===== config.mk =====
export PLATFORM = sky130hd
export DESIGN_NAME = bmp24_stream_writer_unit
export DESIGN_NICKNAME = d
export VERILOG_FILES = /design/src/sv/bsw_pkg.sv /design/src/sv/bmp24_stream_writer_unit.sv /design/src/sv/bsw_front.sv /design/src/sv/bsw_cmd_queue.sv /design/src/sv/bsw_back.sv
export SDC_FILE = /design/constraint.sdc
export NUM_CORES = 1
export LEC_CHECK = 0
export ABC_AREA = 1
export ABC_CLOCK_PERIOD_IN_PS = 7250
export BUFFER_PORTS_ARGS = -buffer_cell sky130_fd_sc_hd__buf_2
export CAP_MARGIN = 0
export CORE_MARGIN = 3
export CORE_UTILIZATION = 45
export DETAILED_ROUTE_END_ITERATION = 10
export PLACE_DENSITY_LB_ADDON = 0.3
export RECOVER_POWER = 25
export SYNTH_ARGS = -nofsm -noshare
export SYNTH_HDL_FRONTEND = slang
export SYNTH_SLANG_ARGS = --single-unit
export TNS_END_PERCENT = 5

===== constraint.sdc =====
create_clock -name clk_i -period 7.25 [get_ports clk_i]
set_input_delay 1.0875 -clock clk_i [delete_from_list [all_inputs] [get_ports clk_i]]
set_output_delay 1.0875 -clock clk_i [all_outputs]
set_load 0.005 [all_outputs]

===== src/sv/bsw_pkg.sv =====
// Shared types, constants and the header byte table of the 24-bit BMP stream writer.
// Used by every module of the block; depends on nothing else.
package bsw_pkg;

  localparam int unsigned SideW    = 13;
  localparam int unsigned CountW   = 12;
  localparam int unsigned RowBytesW = 14;
  localparam int unsigned FsizeW   = 27;
  localparam int unsigned IdxW     = 6;
  localparam int unsigned CfgIdxW  = 2;

  localparam logic [SideW-1:0] MaxSide = 13'd4096;

  // Configuration register indexes.
  localparam logic [CfgIdxW-1:0] CfgImageWidth  = 2'd0;
  localparam logic [CfgIdxW-1:0] CfgImageHeight = 2'd1;

  localparam logic [7:0] CharB        = 8'h42;
  localparam logic [7:0] CharM        = 8'h4d;
  localparam logic [7:0] HdrBytes     = 8'd54;
  localparam logic [7:0] InfoBytes    = 8'h28;
  localparam logic [7:0] BitsPerPixel = 8'd24;
  localparam logic [7:0] Planes       = 8'd1;

  // Byte positions inside the sequence of one pixel.
  localparam logic [IdxW-1:0] IdxBlue  = 6'd54;
  localparam logic [IdxW-1:0] IdxGreen = 6'd55;
  localparam logic [IdxW-1:0] IdxRed   = 6'd56;

  typedef struct packed {
    logic [7:0] pixel_red;
    logic [7:0] pixel_green;
    logic [7:0] pixel_blue;
  } pixel_t;

  typedef struct packed {
    logic [7:0] out_byte;
    logic       last_of_item;
    logic       last_of_file;
  } result_t;

  // One classified pixel as handed from the front to the back.
  typedef struct packed {
    logic                 header;
    logic                 file_end;
    logic [1:0]           pad;
    pixel_t               pix;
    logic [RowBytesW-1:0] row_bytes;
    logic [SideW-1:0]     width;
    logic [SideW-1:0]     height;
  } cmd_t;

  function automatic logic [SideW-1:0] clamp_side(input logic [SideW-1:0] v);
    logic [SideW-1:0] r;
    r = v;
    if (v == '0) r = {{(SideW-1){1'b0}}, 1'b1};
    else if (v > MaxSide) r = MaxSide;
    return r;
  endfunction

  // Byte of the 54-byte file header at position idx.
  function automatic logic [7:0] hdr_byte(input logic [IdxW-1:0] idx,
                                          input logic [FsizeW-1:0] fsize,
                                          input logic [SideW-1:0] w,
                                          input logic [SideW-1:0] h);
    logic [31:0] fs;
    logic [15:0] ws;
    logic [15:0] hs;
    logic [7:0]  b;
    fs = {{(32-FsizeW){1'b0}}, fsize};
    ws = {{(16-SideW){1'b0}}, w};
    hs = {{(16-SideW){1'b0}}, h};
    case (idx)
      6'd0:    b = CharB;
      6'd1:    b = CharM;
      6'd2:    b = fs[7:0];
      6'd3:    b = fs[15:8];
      6'd4:    b = fs[23:16];
      6'd5:    b = fs[31:24];
      6'd10:   b = HdrBytes;
      6'd14:   b = InfoBytes;
      6'd18:   b = ws[7:0];
      6'd19:   b = ws[15:8];
      6'd22:   b = hs[7:0];
      6'd23:   b = hs[15:8];
      6'd26:   b = Planes;
      6'd28:   b = BitsPerPixel;
      default: b = 8'h00;
    endcase
    return b;
  endfunction

endpackage


===== src/sv/bmp24_stream_writer_unit.sv =====
// Top level of the 24-bit BMP stream writer: front, command queue and back end.
// Depends on bsw_pkg, bsw_front, bsw_cmd_queue and bsw_back.

// Pixels pushed in stored row order come out as the byte stream of an uncompressed 24-bit BMP
// file, one byte per cycle from the back-end sequencer while its result queue has room, which
// sets the rate: a pixel gives three bytes plus any row-end padding, and the first pixel of
// an image adds the 54 header bytes. The front accepts a pixel in any cycle in which the
// two-entry command queue has room, so pixels enter back to back while earlier ones are still
// being written out. Width and height must be written through the configuration port only
// while idle, not enforced by the block; zero is taken as one and values above 4096 as 4096.
module bmp24_stream_writer_unit (
  input  logic                          clk_i,
  input  logic                          rst_ni,
  input  logic                          cfg_valid_i,
  output logic                          cfg_ready_o,
  input  logic [bsw_pkg::CfgIdxW-1:0]   cfg_index_i,
  input  logic [bsw_pkg::SideW-1:0]     cfg_data_i,
  input  logic                          push,
  output logic                          full,
  input  bsw_pkg::pixel_t               pixel_i,
  output logic                          empty,
  input  logic                          pop,
  output bsw_pkg::result_t              result_o
);
  import bsw_pkg::*;

  cmd_t front_cmd, queue_cmd;
  logic accept, cmd_valid, cmd_rd;

  assign accept = push && !full;

  bsw_front u_front (
    .clk_i       (clk_i),
    .rst_ni      (rst_ni),
    .cfg_valid_i (cfg_valid_i),
    .cfg_ready_o (cfg_ready_o),
    .cfg_index_i (cfg_index_i),
    .cfg_data_i  (cfg_data_i),
    .accept_i    (accept),
    .pixel_i     (pixel_i),
    .cmd_o       (front_cmd)
  );

  bsw_cmd_queue u_cmd_queue (
    .clk_i   (clk_i),
    .rst_ni  (rst_ni),
    .wr_i    (accept),
    .wdata_i (front_cmd),
    .full_o  (full),
    .rd_i    (cmd_rd),
    .valid_o (cmd_valid),
    .rdata_o (queue_cmd)
  );

  bsw_back u_back (
    .clk_i       (clk_i),
    .rst_ni      (rst_ni),
    .cmd_valid_i (cmd_valid),
    .cmd_i       (queue_cmd),
    .cmd_rd_o    (cmd_rd),
    .empty_o     (empty),
    .pop_i       (pop),
    .result_o    (result_o)
  );

endmodule


===== src/sv/bsw_front.sv =====
// Front end of the BMP stream writer: configuration registers, row and column counters,
// and classification of each accepted pixel into a command. Depends on bsw_pkg.
module bsw_front (
  input  logic                          clk_i,
  input  logic                          rst_ni,
  input  logic                          cfg_valid_i,
  output logic                          cfg_ready_o,
  input  logic [bsw_pkg::CfgIdxW-1:0]   cfg_index_i,
  input  logic [bsw_pkg::SideW-1:0]     cfg_data_i,
  input  logic                          accept_i,
  input  bsw_pkg::pixel_t               pixel_i,
  output bsw_pkg::cmd_t                 cmd_o
);
  import bsw_pkg::*;

  logic [SideW-1:0]  width_q, height_q;
  logic [CountW-1:0] col_q, col_d, row_q, row_d;
  logic [SideW-1:0]  w_eff, h_eff;
  logic              row_end, file_end;

  assign cfg_ready_o = 1'b1;
  assign w_eff = clamp_side(width_q);
  assign h_eff = clamp_side(height_q);

  assign row_end  = ({1'b0, col_q} + 1'b1) >= w_eff;
  assign file_end = row_end && (({1'b0, row_q} + 1'b1) >= h_eff);

  always_comb begin
    col_d = col_q + 1'b1;
    row_d = row_q;
    if (row_end) begin
      col_d = '0;
      row_d = file_end ? '0 : row_q + 1'b1;
    end
  end

  // Padding per row equals the low two bits of the width for 3-byte pixels.
  always_comb begin
    cmd_o.header    = (col_q == '0) && (row_q == '0);
    cmd_o.file_end  = file_end;
    cmd_o.pad       = row_end ? w_eff[1:0] : 2'd0;
    cmd_o.pix       = pixel_i;
    cmd_o.row_bytes = {w_eff, 1'b0} + {1'b0, w_eff} + {{(RowBytesW-2){1'b0}}, w_eff[1:0]};
    cmd_o.width     = w_eff;
    cmd_o.height    = h_eff;
  end

  always_ff @(posedge clk_i or negedge rst_ni) begin
    if (!rst_ni) begin
      width_q  <= {{(SideW-1){1'b0}}, 1'b1};
      height_q <= {{(SideW-1){1'b0}}, 1'b1};
      col_q    <= '0;
      row_q    <= '0;
    end else begin
      if (cfg_valid_i && cfg_index_i == CfgImageWidth) width_q <= cfg_data_i;
      if (cfg_valid_i && cfg_index_i == CfgImageHeight) height_q <= cfg_data_i;
      if (accept_i) begin
        col_q <= col_d;
        row_q <= row_d;
      end
    end
  end

endmodule


===== src/sv/bsw_cmd_queue.sv =====
// Two-entry command queue between the front and the back of the BMP stream writer.
// Depends on bsw_pkg for the command type.
module bsw_cmd_queue (
  input  logic          clk_i,
  input  logic          rst_ni,
  input  logic          wr_i,
  input  bsw_pkg::cmd_t wdata_i,
  output logic          full_o,
  input  logic          rd_i,
  output logic          valid_o,
  output bsw_pkg::cmd_t rdata_o
);
  import bsw_pkg::*;

  cmd_t       mem_q [2];
  logic       wr_ptr_q, rd_ptr_q;
  logic [1:0] count_q;

  assign full_o  = count_q[1];
  assign valid_o = (count_q != 2'd0);
  assign rdata_o = mem_q[rd_ptr_q];

  always_ff @(posedge clk_i) begin
    if (wr_i) mem_q[wr_ptr_q] <= wdata_i;
  end

  always_ff @(posedge clk_i or negedge rst_ni) begin
    if (!rst_ni) begin
      wr_ptr_q <= 1'b0;
      rd_ptr_q <= 1'b0;
      count_q  <= 2'd0;
    end else begin
      if (wr_i) wr_ptr_q <= ~wr_ptr_q;
      if (rd_i) rd_ptr_q <= ~rd_ptr_q;
      if (wr_i && !rd_i) count_q <= count_q + 2'd1;
      else if (rd_i && !wr_i) count_q <= count_q - 2'd1;
    end
  end

endmodule


===== src/sv/bsw_back.sv =====
// Back end of the BMP stream writer: byte sequencer that expands one command into header,
// pixel and padding bytes, followed by a two-entry result queue. Depends on bsw_pkg.
module bsw_back (
  input  logic              clk_i,
  input  logic              rst_ni,
  input  logic              cmd_valid_i,
  input  bsw_pkg::cmd_t     cmd_i,
  output logic              cmd_rd_o,
  output logic              empty_o,
  input  logic              pop_i,
  output bsw_pkg::result_t  result_o
);
  import bsw_pkg::*;

  cmd_t              cur_q;
  logic              active_q;
  logic [IdxW-1:0]   idx_q;
  logic [FsizeW-1:0] fsize_q;
  logic [IdxW-1:0]   end_idx;
  logic              room, emit, done, load;
  result_t           res;

  result_t           oq_q [2];
  logic              oq_wr_q, oq_rd_q;
  logic [1:0]        oq_cnt_q;
  logic              oq_pop;

  assign end_idx = IdxRed + {{(IdxW-2){1'b0}}, cur_q.pad};
  assign room    = !oq_cnt_q[1];
  assign emit    = active_q && room;
  assign done    = emit && (idx_q == end_idx);
  assign load    = cmd_valid_i && (!active_q || done);
  assign cmd_rd_o = load;

  always_comb begin
    res.out_byte = 8'h00;
    if (idx_q < IdxBlue) res.out_byte = hdr_byte(idx_q, fsize_q, cur_q.width, cur_q.height);
    else if (idx_q == IdxBlue) res.out_byte = cur_q.pix.pixel_blue;
    else if (idx_q == IdxGreen) res.out_byte = cur_q.pix.pixel_green;
    else if (idx_q == IdxRed) res.out_byte = cur_q.pix.pixel_red;
    res.last_of_item = (idx_q == end_idx);
    res.last_of_file = (idx_q == end_idx) && cur_q.file_end;
  end

  always_ff @(posedge clk_i) begin
    if (load) begin
      cur_q   <= cmd_i;
      fsize_q <= FsizeW'(HdrBytes) + FsizeW'(cmd_i.row_bytes) * FsizeW'(cmd_i.height);
    end
  end

  always_ff @(posedge clk_i or negedge rst_ni) begin
    if (!rst_ni) begin
      active_q <= 1'b0;
      idx_q    <= '0;
    end else begin
      if (load) begin
        active_q <= 1'b1;
        idx_q    <= cmd_i.header ? '0 : IdxBlue;
      end else if (done) begin
        active_q <= 1'b0;
      end else if (emit) begin
        idx_q <= idx_q + 1'b1;
      end
    end
  end

  // Result queue so the sequencer keeps running while the consumer stalls, until both entries are full.
  assign empty_o  = (oq_cnt_q == 2'd0);
  assign oq_pop   = pop_i && !empty_o;
  assign result_o = oq_q[oq_rd_q];

  always_ff @(posedge clk_i) begin
    if (emit) oq_q[oq_wr_q] <= res;
  end

  always_ff @(posedge clk_i or negedge rst_ni) begin
    if (!rst_ni) begin
      oq_wr_q  <= 1'b0;
      oq_rd_q  <= 1'b0;
      oq_cnt_q <= 2'd0;
    end else begin
      if (emit) oq_wr_q <= ~oq_wr_q;
      if (oq_pop) oq_rd_q <= ~oq_rd_q;
      if (emit && !oq_pop) oq_cnt_q <= oq_cnt_q + 2'd1;
      else if (oq_pop && !emit) oq_cnt_q <= oq_cnt_q - 2'd1;
    end
  end

endmodule


==> results of run 1 <==
==> metal layers <==
metal	track usage, %	wire [um]	share of wire, %
met1	29.31	20760	46
met2	32.61	20500	46
met3	3.468	2577	5.7
met4	4.411	981	2.2
met5	0	0	0
==> logic make-up after synthesis <==
kind of cell               after synthesis  share of synthesized area (%)
and+or+nand+nor                        918                          19.74
buffers and inverters                  348                          6.989
DFF                                    295                          44.69
adders and majority gates              261                          21.46
AOI/OAI and AO/OA                      161                          4.854
xor gates and xnor gates                48                          2.201
other                                    1                        0.01963
muxes                                    1                        0.05241
==> worst max-delay path: cells and delay by family, from the launching register on <==
family | cells | cell delay (ps)
AOI/OAI and AO/OA | 2 | 880
and+or+nand+nor | 7 | 1040
adders and majority gates | 7 | 3320
buffers and inverters | 5 | 620
DFF | 1 | 360
==> cell type report <==
| class | count | area, sq um | share of cell area [%] |
|---|---|---|---|
| clock buffers | 41 | 843.3 | 4.027 |
| clock inverters | 16 | 152.6 | 0.7289 |
| inverters | 307 | 1152 | 5.502 |
| multi-input cells | 1390 | 9243 | 44.13 |
| flip-flops and latches | 295 | 8537 | 40.76 |
| well taps | 532 | 665.6 | 3.178 |
| repair buffers | 68 | 349.1 | 1.667 |
==> sequential cells by signal, indices dropped and copies added (netlist names), 12 cells and up <==
name / flops
u_front.width_q: 13
u_back.oq_q: 20
u_cmd_queue.mem_q: 132
u_back.fsize_q: 25
u_back.cur_q: 53
u_front.col_q: 12
u_front.height_q: 13
u_front.row_q: 12
==> through the flow <==
| step | instance area, sq um | std cells |
|---|---|---|
| global route | 20940 | 2649 |
| CTS | 20970 | 2649 |
| finish | 20940 | 2649 |
| global placement | 19970 | 2592 |
| detailed placement | 19970 | 2592 |
| floorplan | 19100 | 2033 |
==> synthesized netlist by cell type (4+ instances only) <==
master and n:
or2_2 23, o211ai_1 11, xor2_1 39, inv_1 297
nor4_1 6, o21ai_0 75, nand4_1 30, nand3b_1 5
a21oi_1 42, dfrtp_1 63, buf_2 14, nor3_1 13
nand3_1 76, fa_1 111, nand2_1 584, clkbuf_1 23
xnor2_1 9, o21ai_1 4, inv_2 7, o21bai_1 4
edfxtp_1 230, o21ai_2 14, nor2_1 168, ha_1 150
==> how the worst min path moves through the flow <==
stage / start / end / slack (ps) / cells past startpoint
after floorplan: u_cmd_queue.count_q[0] / u_cmd_queue.count_q[0] / 450 / 1
after global routing: u_cmd_queue.count_q[0] / u_cmd_queue.count_q[0] / 490 / 1
after detailed placement: u_cmd_queue.count_q[0] / u_cmd_queue.count_q[0] / 460 / 1
after CTS: u_cmd_queue.count_q[0] / u_cmd_queue.count_q[0] / 480 / 1
after global placement: u_cmd_queue.count_q[0] / u_cmd_queue.count_q[0] / 460 / 1
final: u_cmd_queue.count_q[0] / u_cmd_queue.count_q[0] / 480 / 1
==> placed cells by master (no fill, tap or decap), types with 30 or more instances in the layout <==
master | Yosys | routed
nand3_1 | 76 | 76
nand4_1 | 30 | 30
fa_1 | 111 | 111
dfrtp_1 | 63 | 62
xor2_1 | 39 | 39
inv_1 | 297 | 297
o21ai_0 | 75 | 74
buf_2 | 14 | 42
nand2_1 | 584 | 584
ha_1 | 150 | 150
a21oi_1 | 42 | 42
edfxtp_1 | 230 | 230
nor2_1 | 168 | 167
clkbuf_16 | 0 | 31
==> results.json, run 1 <==
{
  "path_clk_slew_ps": 60,
  "setup_slack_ps": 781.2,
  "finalMaxSlewViolations": 66,
  "critPathArrivalTime_ps": 6780,
  "crit_type": "register to register",
  "nets": 2398,
  "cts_tree": "done",
  "port_buffers": 55,
  "final_hold_viol_count": 0,
  "tightest_slew_ps": 3831,
  "postCtsHoldBufs": 0,
  "violations": "capacitance limit, slew limit",
  "fmax_ghz": 0.1546,
  "path_max_fanout": 48,
  "status": "complete, but fails checks",
  "synth_area_leader_cell": "edfxtp_1",
  "synthesis.nets": 2338,
  "r2r_slack_ps": 780,
  "r2r_cells": 21,
  "n_antenna_cell": 0,
  "synth_edf_count": 230,
  "synth_top_area_share_pct": 36.16,
  "r2r-end": "u_back.fsize_q[22]",
  "antenna_found_initial": 0,
  "place_congestion": 0.9595,
  "setup_viol": 0,
  "grt_overflow": 0,
  "vias": 13490,
  "wl_per_cell_um": 16.92,
  "ioPinCount": 57,
  "critPathSlowestCell": "fa_1",
  "yosys-top-cells-area": "edfxtp_1 36%, fa_1 12%, nand2_1 11%",
  "worst_hold_path_type": "register to register",
  "core_region_area_sq_um": 41390,
  "dp_worst_setup_slack_ps": 638.0,
  "n_fill_cell": 3771,
  "fp.dieW_um": 212.0,
  "setup.worst_path.end": "u_back.fsize_q[22]",
  "yosysUniqueCellTypes": 44,
  "cp-end-kind": "register",
  "hold_ws_ps": 477.5,
  "insertion_delay_ps": 560,
  "cts_setup_buffers": 0,
  "synth_warnings": 0,
  "max-slew-margin-rel_pct": -155.4,
  "synth_ff_type": "edfxtp_1",
  "synth_cells": 2033,
  "clkSinkCount": 295,
  "grt_max_degree": 67,
  "first_global_vias": 13440,
  "rr_startpoint": "u_cmd_queue.rd_ptr_q",
  "drtAntennaViolNets": 0,
  "synth.cell_area_sq_um": 19100,
  "clockRootBuffer": "clkbuf_16",
  "final_core_util_pct": 50.60,
  "numCtsBuffers": 31,
  "period_needed_ps": 6469,
  "drt_iter0_drc": 962,
  "dp_hpwl_um": 34450,
  "drv_cap": 1,
  "die-area_sq_um": 44950,
  "synth-async-reset-ratio_pct": 22.03,
  "startpoint": "u_cmd_queue.rd_ptr_q",
  "cts_resized": 0,
  "period_share_pct": 89.22,
  "synth_seq_cells": 295,
  "grt_pass1_wl_um": 72130,
  "cp_cell_sequence": "inv_2, buf_4, or2_2, o21ai_1, nor2_1, fa_1, inv_1, fa_1, inv_1, fa_1, fa_1, fa_1, ha_1, ha_1, nand2_1, o21ai_0, inv_1, nand3_1, nand2_1, nand3_1, nand2_1",
  "crit_required_ps": 7560,
  "routed_wl_um": 44820,
  "drive_gt1_share_pct": 7.511,
  "cts_max_path_buffers": 3,
  "start_util_pct": 46.15,
  "fin_tns_setup_ps": 0,
  "firstDrtPassIters": 5,
  "placementRows": 74,
  "track_usage_pct": 20.33,
  "area_growth_pct": 9.642,
  "slowest_delay_ps": 580,
  "crit_top_cell": "fa_1",
  "fp.dieH_um": 212.0,
  "viasPerCell": 5.091,
  "startpoint_type": "register",
  "fin_skew_ps": 10.62,
  "route.detailed.drc": 0,
  "ys_seq_area_share_pct": 44.69,
  "syn_avg_cell_area_sq_um": 9.395,
  "rsz0062_at_grt": "no",
  "htreeDepth": 1
}
Power of run 1 is left out: the tool's default activity adds up to more than one toggle a clock period on the data nets, which glitch-free logic cannot reach.
==> run 2: changes to the inputs <==
--- a/config.mk
+++ b/config.mk
@@ -16,5 +16,6 @@
 export RECOVER_POWER = 25
 export SYNTH_ARGS = -nofsm -noshare
 export SYNTH_HDL_FRONTEND = slang
+export SYNTH_HIERARCHICAL = 1
 export SYNTH_SLANG_ARGS = --single-unit
 export TNS_END_PERCENT = 5
==> results.json, run 2 <==
{
  "status": "complete, but fails checks",
  "violations": "capacitance limit, slew limit",
  "yosysUniqueCellTypes": 51,
  "place_congestion": 0.8622,
  "vias": 14080,
  "yosys-top-cells-area": "edfxtp_1 34%, fa_1 13%, nand2_1 9.9%",
  "path_clk_slew_ps": 60,
  "start_util_pct": 45.85,
  "grt_pass1_wl_um": 75190,
  "final_cell_mix": "552 x nand2_1, 400 x inv_1, 236 x edfxtp_1",
  "viasPerCell": 5.055,
  "rsz0062_at_grt": "no",
  "cp-end-kind": "register",
  "clockRootBuffer": "clkbuf_16",
  "cts_setup_buffers": 0,
  "synth_seq_cells": 301,
  "fin_tns_setup_ps": 0,
  "numCtsBuffers": 34,
  "fmax_ghz": 0.1530,
  "fin_cells": 2786,
  "cts_resized": 0,
  "crit_required_ps": 7540,
  "drtAntennaViolNets": 0,
  "nets": 2488,
  "critPathArrivalTime_ps": 6820,
  "tightest_slew_ps": 3674,
  "placementRows": 78,
  "postCtsHoldBufs": 0,
  "drv_cap": 1,
  "port_buffers": 55,
  "setup_viol": 0,
  "crit_type": "register to register",
  "synth.cell_area_sq_um": 20900,
  "die-area_sq_um": 49060,
  "grt_max_degree": 66,
  "finalMaxSlewViolations": 66,
  "wl_per_cell_um": 16.50,
  "dp_hpwl_um": 34650,
  "insertion_delay_ps": 540,
  "fp.dieH_um": 221.5,
  "period_needed_ps": 6534,
  "synth_most_common_cell": "nand2_1",
  "final_common_cell": "nand2_1",
  "core_region_area_sq_um": 45580,
  "clkSinkCount": 301,
  "synth_top_area_share_pct": 33.91,
  "startpoint_type": "register",
  "largest_reg_flops": 136,
  "antenna_found_initial": 0,
  "synth_edf_count": 236,
  "synth_warnings": 6,
  "top_register": "u_cmd_queue/mem_q",
  "cts_tree": "done",
  "ys_seq_area_share_pct": 41.71,
  "fin_skew_ps": 22.41,
  "firstDrtPassIters": 5,
  "synth_cells": 2148,
  "route.detailed.drc": 0,
  "fp.dieW_um": 221.5,
  "drive_gt1_share_pct": 9.927,
  "ioPinCount": 57,
  "final_hold_viol_count": 0,
  "dpl.cell_count": 2725,
  "grt_overflow": 0,
  "cts_max_path_buffers": 3,
  "n_antenna_cell": 0,
  "period_share_pct": 90.12,
  "htreeDepth": 2,
  "path_max_fanout": 28,
  "top_regs": "u_cmd_queue/mem_q (136), u_back/cur_q (53), u_back/fsize_q (27)",
  "hold_ws_ps": 493.4,
  "routed_wl_um": 45970,
  "syn_avg_cell_area_sq_um": 9.729,
  "drt_iter0_drc": 1032,
  "synth_ff_type": "edfxtp_1",
  "area_growth_pct": 7.382,
  "worst_hold_path_type": "register to register",
  "track_usage_pct": 18.96,
  "synth-async-reset-ratio_pct": 21.59,
  "synth_commonest_cells": "550 x nand2_1, 402 x inv_1, 236 x edfxtp_1",
  "max-slew-margin-rel_pct": -144.9,
  "first_global_vias": 14530,
  "synth_area_leader_cell": "edfxtp_1"
}
-- run 2: metrics by stage --
step / util [%] / area, sq um / setup WS (ps)
final: 49.24 / 22440 / 716.0
after global routing: 49.24 / 22440 / 401.4
after CTS: 49.37 / 22500 / 1130
after detailed placement: 47.12 / 21470 / 1163
after global placement: 47.12 / 21470 / 1173
after floorplan: - / 20900 / 1692
-- run 2: worst paths after layout --
kind | start | end | slack, ps | cells after the start
setup / recovery | u_cmd_queue/rd_ptr_q | u_back/fsize_q[21] | 720 | 18
hold / removal | u_front/width_q[9] | u_front/width_q[9] | 490 | 2
setup reg to reg | u_cmd_queue/rd_ptr_q | u_back/fsize_q[21] | 720 | 18
hold reg to reg | u_front/width_q[9] | u_front/width_q[9] | 490 | 2
max in group asynchronous | rst_ni | u_back/active_q | 3240 | 2
min in group asynchronous | rst_ni | u_front/height_q[12] | 1920 | 2
-- run 2: critical path: stages, from the launching register on --
cell	delay (ps)
dfrtp_1	1130
mux2_2	620
nand2_1	140
inv_1	60
fa_1	480
inv_1	50
fa_1	460
fa_1	510
fa_1	510
fa_1	550
inv_1	50
ha_1	310
ha_1	390
a21oi_1	310
o21ai_0	190
a21oi_1	260
nand3_1	120
nand2_1	70
nand2_1	40
-- run 2: per-layer routing --
layer / global-route usage (%) / vias up / wire length [um]
li1: - / 6839 / -
met1: 26.20 / 6848 / 21050
met2: 31.18 / 315 / 21680
met3: 2.449 / 81 / 1917
met4: 6.378 / 0 / 1318
met5: 0 / - / 0
-- run 2: cells by family (layout without fill, tap and decap cells) --
| kind of cell | after synthesis | in the layout | share of synthesized area, % |
|---|---|---|---|
| buffers and inverters | 492 | 529 | 9.759 |
| and+or+nand+nor | 825 | 825 | 17.41 |
| AOI/OAI and AO/OA | 128 | 128 | 3.323 |
| other | 2 | 3 | 0.03594 |
| muxes | 68 | 68 | 3.844 |
| adders and majority gates | 283 | 283 | 21.79 |
| DFF | 301 | 301 | 41.71 |
| xor gates and xnor gates | 49 | 49 | 2.126 |
-- run 2: area by class of cell --
cell class	count	area, sq um
repair buffers	60	287.8
multi-input cells	1356	10120
flip-flops and latches	301	8716
clock buffers	42	890.9
clock inverters	19	135.1
fillers	4175	23140
well taps	600	750.7
inverters	408	1535
Power of run 2 is left out for the same reason.
==> run 3: changes to the inputs <==
--- a/config.mk
+++ b/config.mk
@@ -10,10 +10,11 @@
 export BUFFER_PORTS_ARGS = -buffer_cell sky130_fd_sc_hd__buf_2
 export CAP_MARGIN = 0
 export CORE_MARGIN = 3
-export CORE_UTILIZATION = 45
+export CORE_UTILIZATION = 25
 export DETAILED_ROUTE_END_ITERATION = 10
 export PLACE_DENSITY_LB_ADDON = 0.3
 export RECOVER_POWER = 25
+export SETUP_SLACK_MARGIN = 0.15
 export SYNTH_ARGS = -nofsm -noshare
 export SYNTH_HDL_FRONTEND = slang
 export SYNTH_HIERARCHICAL = 1
==> results.json, run 3 (synthesis gave the netlist of run 2 again) <==
{
  "status": "complete, but fails checks",
  "violations": "capacitance limit, slew limit",
  "setup_viol": 0,
  "rr_startpoint": "u_cmd_queue/rd_ptr_q",
  "insertion_delay_ps": 530,
  "final_common_cell": "nand2_1",
  "path_clk_slew_ps": 60,
  "crit_required_ps": 7520,
  "vias": 13780,
  "fp.dieH_um": 295.1,
  "cts_max_path_buffers": 3,
  "top_regs": "u_cmd_queue/mem_q (136), u_back/cur_q (53), u_back/fsize_q (27)",
  "dp_worst_setup_slack_ps": 1224,
  "fin_tns_setup_ps": 0,
  "cp_num_buf_inv": 4,
  "crit_type": "register to register",
  "clockRootBuffer": "clkbuf_16",
  "period_needed_ps": 6120,
  "path_depth": 19,
  "fin_skew_ps": 16.85,
  "setup_slack_ps": 1130,
  "grt_overflow": 0,
  "route.detailed.drc": 0,
  "die-area_sq_um": 87100,
  "track_usage_pct": 11.64,
  "cts_tree": "done",
  "start_util_pct": 25.33,
  "numCtsBuffers": 35,
  "n_antenna_cell": 0,
  "r2r_cells": 19,
  "rsz0062_at_grt": "no",
  "grt_max_degree": 69,
  "r2r-end": "u_back/fsize_q[17]",
  "crit_family": "adder cells",
  "cp-end-kind": "register",
  "place_congestion": 0.8518,
  "first_global_vias": 14110,
  "fmax_ghz": 0.1634,
  "r2r_slack_ps": 1130,
  "slowest_delay_ps": 660,
  "startpoint_type": "register",
  "htreeDepth": 2,
  "dr_wl_met3_um": 2275,
  "setup.worst_path.end": "u_back/fsize_q[17]",
  "antenna_found_initial": 0,
  "largest_reg_flops": 136,
  "finalMaxSlewViolations": 107,
  "final_core_util_pct": 28.05,
  "firstDrtPassIters": 6,
  "grt_pass1_wl_um": 79660,
  "core_region_area_sq_um": 82500,
  "postCtsHoldBufs": 0,
  "dp_hpwl_um": 37110,
  "placementRows": 105,
  "drive_gt1_share_pct": 9.598,
  "ioPinCount": 57,
  "fp.dieW_um": 295.1,
  "worst_hold_path_type": "register to register",
  "drv_cap": 2,
  "final_cell_mix": "552 x nand2_1, 400 x inv_1, 236 x edfxtp_1",
  "wl_met2_um": 22490,
  "cts_setup_buffers": 0,
  "clkSinkCount": 301,
  "m1WireLength_um": 24110,
  "drtAntennaViolNets": 0,
  "startpoint": "u_cmd_queue/rd_ptr_q",
  "final_hold_viol_count": 0,
  "critPathArrivalTime_ps": 6390,
  "area_growth_pct": 10.74,
  "port_buffers": 55,
  "nets": 2489,
  "wl_per_cell_um": 15.24,
  "cts_resized": 0,
  "path_max_fanout": 28,
  "max-slew-margin-rel_pct": -160.8,
  "period_share_pct": 84.41,
  "critPathSlowestCell": "dfrtp_4",
  "viasPerCell": 4.231,
  "n_fill_cell": 8716,
  "drt_iter0_drc": 684,
  "routed_wl_um": 49650,
  "tightest_slew_ps": 3912,
  "top_register": "u_cmd_queue/mem_q",
  "dr.max_layer_used": "met4",
  "cp_cell_sequence": "mux2_1, nand2_1, inv_1, fa_1, inv_1, fa_1, inv_1, fa_1, fa_1, fa_1, ha_1, ha_1, nand2_1, o21ai_0, nand2_1, nand2_1, inv_1, nand2_1, xor2_1"
}
run 3: cell count changes in the layout (fill, tap and decap cells not counted), sizes merged:
cell / before / now
clkinv: 12 / 17
clkinvlp: 5 / 1
buf: 42 / 39
bufinv: 0 / 3
clkbuf: 60 / 63
inv: 410 / 408
run 3: tightest hold or removal path, delay by kind of cell (launching register included):
kind               cells  cell delay [ps]
DFF                    1              340
and+or+nand+nor        1               50
AOI/OAI and AO/OA      1               60
run 3: worst min-delay path by stage:
stage,from,end,slack (ps),cells after the start
2_1_floorplan,u_front/width_q[10],u_front/width_q[10],450,2
3_3_place_gp,u_front/width_q[11],u_front/width_q[11],470,2
3_5_place_dp,u_front/width_q[11],u_front/width_q[11],470,2
4_1_cts,u_front/width_q[11],u_front/width_q[11],490,2
5_1_grt,u_front/width_q[0],u_front/width_q[0],520,2
6_report,u_front/width_q[9],u_front/width_q[9],490,2
run 3: layer usage:
layer	GRT usage, %	vias up
met2	18.83	260
met3	1.878	49
met5	0	-
li1	-	6841
met1	16.51	6633
met4	2.325	0
run 3: layout make-up:
cell class / count / area [sq um] / share of cell area [%]
clock buffer: 42 / 922.1 / 3.985
tap: 1070 / 1339 / 5.785
multi-input combinational: 1356 / 10120 / 43.75
inverter: 408 / 1535 / 6.634
sequential: 301 / 8720 / 37.68
clock inverter: 21 / 216.5 / 0.9354
timing repair buffer: 60 / 284.0 / 1.227
run 3: metrics by stage:
stage / hold slack [ps] / instances / instance area (sq um)
after CTS: 488.6 / 3258 / 23210
after global placement: 467.8 / 3195 / 22070
final: 488.7 / 3258 / 23140
after floorplan: 453.0 / 2149 / 20900
after global routing: 521.2 / 3258 / 23140
after detailed placement: 474.6 / 3195 / 22070
Power of run 3 is left out for the same reason.
